## src/rtl/sme_pkg.sv

```systemverilog
// Package for the stack-machine executor: payload structs, opcode and status codes,
// controller state type and the command/status structs between the controller and the datapath.
// No dependencies.
package sme_pkg;

    localparam int DATA_W        = 64;
    localparam int CFG_W         = 11;
    localparam int NEXT_PC_W     = 10;
    localparam int STACK_DEPTH_D = 64;
    localparam int PROG_DEPTH_D  = 1024;

    localparam logic [3:0] OP_PRINT = 4'd0;
    localparam logic [3:0] OP_PUSH  = 4'd1;
    localparam logic [3:0] OP_EXIT  = 4'd2;
    localparam logic [3:0] OP_POP   = 4'd3;
    localparam logic [3:0] OP_ADD   = 4'd4;
    localparam logic [3:0] OP_DIV   = 4'd5;
    localparam logic [3:0] OP_EQ    = 4'd6;
    localparam logic [3:0] OP_NEQ   = 4'd7;
    localparam logic [3:0] OP_DUP   = 4'd8;
    localparam logic [3:0] OP_JMP   = 4'd9;
    localparam logic [3:0] OP_JMPZ  = 4'd10;
    localparam logic [3:0] OP_WRITE = 4'd11;
    localparam logic [3:0] OP_WCHAR = 4'd12;

    localparam logic [1:0] EMIT_NONE  = 2'd0;
    localparam logic [1:0] EMIT_PRINT = 2'd1;
    localparam logic [1:0] EMIT_WRITE = 2'd2;
    localparam logic [1:0] EMIT_CHAR  = 2'd3;

    typedef enum logic [2:0] {
        STS_OK      = 3'd0,
        STS_EXIT    = 3'd1,
        STS_UNDER   = 3'd2,
        STS_ADDR    = 3'd3,
        STS_DIVZ    = 3'd4,
        STS_OVER    = 3'd5,
        STS_BADOP   = 3'd6,
        STS_STOPPED = 3'd7
    } t_status;

    typedef struct packed {
        logic [3:0]               opcode;
        logic signed [DATA_W-1:0] argument;
    } t_in_item;

    typedef struct packed {
        t_status                  status;
        logic [NEXT_PC_W-1:0]     next_pc;
        logic [1:0]               emit_kind;
        logic signed [DATA_W-1:0] emit_value;
        logic signed [DATA_W-1:0] top_value;
    } t_out_item;

    typedef enum logic [1:0] {
        CS_IDLE,
        CS_EXEC,
        CS_DIV,
        CS_RETIRE
    } t_ctl_state;

    typedef struct packed {
        logic load;
        logic div_start;
        logic retire;
    } t_dp_cmd;

    typedef struct packed {
        logic div_need;
        logic div_done;
        logic out_free;
    } t_dp_stat;

endpackage

```

## src/rtl/sme_ctrl.sv

```systemverilog
// Controller FSM for the stack-machine executor: sequences accept, execute, divide and retire.
// Depends on sme_pkg.
module sme_ctrl
    import sme_pkg::*;
(
    input  logic     i_clk,
    input  logic     i_rst_n,
    input  logic     i_in_valid,
    output logic     o_in_ready,
    input  t_dp_stat i_stat,
    output t_dp_cmd  o_cmd
);

    t_ctl_state r_state;
    t_ctl_state n_state;

    always_ff @(posedge i_clk) begin
        if (!i_rst_n) begin
            r_state <= CS_IDLE;
        end else begin
            r_state <= n_state;
        end
    end

    always_comb begin
        n_state    = r_state;
        o_cmd      = '0;
        o_in_ready = 1'b0;
        unique case (r_state)
            CS_IDLE: begin
                o_in_ready = 1'b1;
                if (i_in_valid) begin
                    o_cmd.load = 1'b1;
                    n_state    = CS_EXEC;
                end
            end
            CS_EXEC: begin
                if (i_stat.div_need) begin
                    o_cmd.div_start = 1'b1;
                    n_state         = CS_DIV;
                end else begin
                    n_state = CS_RETIRE;
                end
            end
            CS_DIV: begin
                if (i_stat.div_done) begin
                    n_state = CS_RETIRE;
                end
            end
            CS_RETIRE: begin
                if (i_stat.out_free) begin
                    o_cmd.retire = 1'b1;
                    n_state      = CS_IDLE;
                end
            end
            default: n_state = CS_IDLE;
        endcase
    end

endmodule

```

## config.mk

```make
export PLATFORM = sky130hd
export DESIGN_NAME = sme_ctrl
export DESIGN_NICKNAME = d
export VERILOG_FILES = /design/src/rtl/sme_pkg.sv /design/src/rtl/sme_ctrl.sv
export SDC_FILE = /design/constraint.sdc
export NUM_CORES = 1
export LEC_CHECK = 0
export BUFFER_PORTS_ARGS = -buffer_cell sky130_fd_sc_hd__buf_2
export CAP_MARGIN = 5
export CORE_AREA = 2 2 39 41
export CTS_BUF_LIST = sky130_fd_sc_hd__clkbuf_4
export CTS_CLUSTER_DIAMETER = 30
export CTS_CLUSTER_SIZE = 14
export DETAILED_ROUTE_END_ITERATION = 10
export DIE_AREA = 0 0 41 43
export PLACE_DENSITY = 0.44
export SLEW_MARGIN = 20
export SYNTH_ARGS = -nofsm -noshare
export SYNTH_HDL_FRONTEND = slang
export SYNTH_SLANG_ARGS = --single-unit
```

## constraint.sdc

```tcl
create_clock -name i_clk -period 1.6 [get_ports i_clk]
set_input_delay 0.32 -clock i_clk [delete_from_list [all_inputs] [get_ports i_clk]]
set_output_delay 0.32 -clock i_clk [all_outputs]
set_load 0.01 [all_outputs]
```

==> qor.yml <==
status: "completed"
swShare_pct: 40.72
grt.met2_usage_pct: 9.375
leakage_uw: 0.0001533
hold_viol_final: 0
htreeDepth: 1
syn_area_per_cell_um2: 8.470
yosysTopAreaCell: "ha_1"
vias: 216
layout_common_cells: "buf_2, inv_1, ha_1, clkbuf_4"
yosysTopAreaCellShare_pct: 22.73
grt_pass1_wl_um: 821
grt_pass1_vias: 219
routed_via_density: 4.000
p_int_uw: 294.2
relSlewSlack_pct: 82.44
drcViolationCount: 0
grt_setup_unrepaired: "no"
largest_register_ff_count: 2
clock_path_buffers: 2
core_area_mm2: 0.001384
finalSetupTns_ns: 0
drive_gt1_share_pct: 44.74
cp_data_arrival_time_ns: 1.16
syn-instance-count: 26
power_frac_comb_pct: 56.9
final_nets: 50
routabilityCongestion: 0.6390
hpwlAfterDp_um: 359.1
fmax_mhz: 675.4
area_growth_pct: 41.48
clk_pin_slew_ns: 0.03
seq_area_frac_synth_pct: 18.18
wirelength_um: 424
ir_drop_mv: 0.5252
synth.distinct_cells: 16
hold_class: "input pin to register"
synth_warnings: 0
rows: 14
crit_type: "register to output pin"
port_buffers: 9
holdWs_ns: 0.3631
finalMaxSlewViolations: 0
post_synth_instance_area_um2: 220.2
dieHeight_um: 43
grt-busiest-layer: "met2"
power.net_switching_uw: 202.1
numCtsBuffers: 3
worst-path-max-fanout: 6
grt-ovfl-total: 0
setup-violations-final: 0
cts_sinks: 2
p_per_area_mw_per_mm2: 1593
regMostFlops: "r_state"
drt-initial-drc-count: 5
fin_worst_skew_ns: 0.002068
drtAntennaViolNets: 0
initial_utilization_pct: 15.91
startpoint_type: "register"
die_area_mm2: 0.001763
antennaDiodeCount: 0
ios: 10
first_pass_iters: 2
insertion_delay_ns: 0.22
synthesis.nets: 36
required_ns: 1.28
maxCapViolCount: 0
wire_per_inst_um: 7.852
final_common_cell: "buf_2"
cts_root_buf: "clkbuf_4"
grt_util_met3_pct: 4.712
p_seq_share_pct: 20.9
use_met1_pct: 7.962
post-route-period-util_pct: 92.54
worstMarginPinSlew_ns: 0.2618
antenna_found_initial: 0
synth_seq_cells: 2
clock_power_share_pct: 22.2
period_needed_ns: 1.481
top_regs: "r_state (2)"
grt_use_total_pct: 7.307
synth_area_leaders: "ha_1, dfxtp_1, a221oi_2"
grt_max_degree: 7
cts_setup_buffers: 0
cts_tree: "built"
die_w_um: 41
end_kind: "output pin"
path summary, 6_finish.rpt:
kind | cells after the start | endpoint | startpoint | slack [ns]
min | 3 | r_state[1] | i_rst_n | 0.36
max reg2reg | 5 | r_state[1] | r_state[0] | 0.34
min reg2reg | 2 | r_state[1] | r_state[1] | 0.52
max | 4 | o_cmd[2] | r_state[0] | 0.12
power groups by stage:
stage,registers [uW],logic [uW],clock network [uW]
2_1_floorplan,93.9,208,0
3_3_place_gp,100,285,0
3_5_place_dp,100,279,0
4_1_cts,99.2,281,120
5_1_grt,108,335,127
6_report,103,282,110
synth_stat cells, drive strengths merged:
cell	instances
ha	4
inv	4
and2	3
dfxtp	2
nand2b	2
nor2b	2
a211oi	1
a21oi	1
a221oi	1
and2b	1
nand4	1
nor3	1
o2111ai	1
o31ai	1
or2b	1
per-layer routing:
layer / wire, um / vias to the layer above
li1: - / 115
met1: 190 / 96
met2: 209 / 5
met3: 24 / 0
met4: 0 / 0
met5: 0 / -
logic make-up after synthesis:
kind of cell / count (synthesis) / synth area share (%)
AND/OR/NAND/NOR: 11 / 32.39
AO/OA/AOI/OAI: 5 / 19.89
buffers and inverters: 4 / 6.816
adder cells (fa/ha/maj): 4 / 22.73
flip-flops: 2 / 18.18
worst max-delay path, cell delays in order (launching register included):
cell     delay, ns
dfxtp_1       0.36
inv_2         0.07
ha_2          0.21
and2_2        0.17
buf_2         0.13
through the flow:
step	instance area (um2)	worst slack, ns	total power (uW)	instances	util, %
after floorplan	220.2	0.3385	302.2	26	-
after global placement	285.3	0.2366	385.7	51	20.61
after detailed placement	285.3	0.2547	378.5	51	20.61
after CTS	307.8	0.01781	499.8	54	22.24
after global routing	311.5	0.02642	568.9	54	22.51
final	311.5	0.1193	496.3	54	22.51
layout make-up:
cell class              instances  area [um2]
clock buffers                   3       22.52
fillers                       165        1072
inverters                       4       15.01
multi-input cells              20       167.7
flip-flops and latches          2       41.29
well taps                      16       20.02
repair buffers                  9       45.04
timing repair:
action / CTS / global route
hold buffers: 0 / 0
endpoints found under the setup margin: 0 / 1
resized for setup: 0 / 3
No activity file was read; power rests on OpenSTA's default activity.
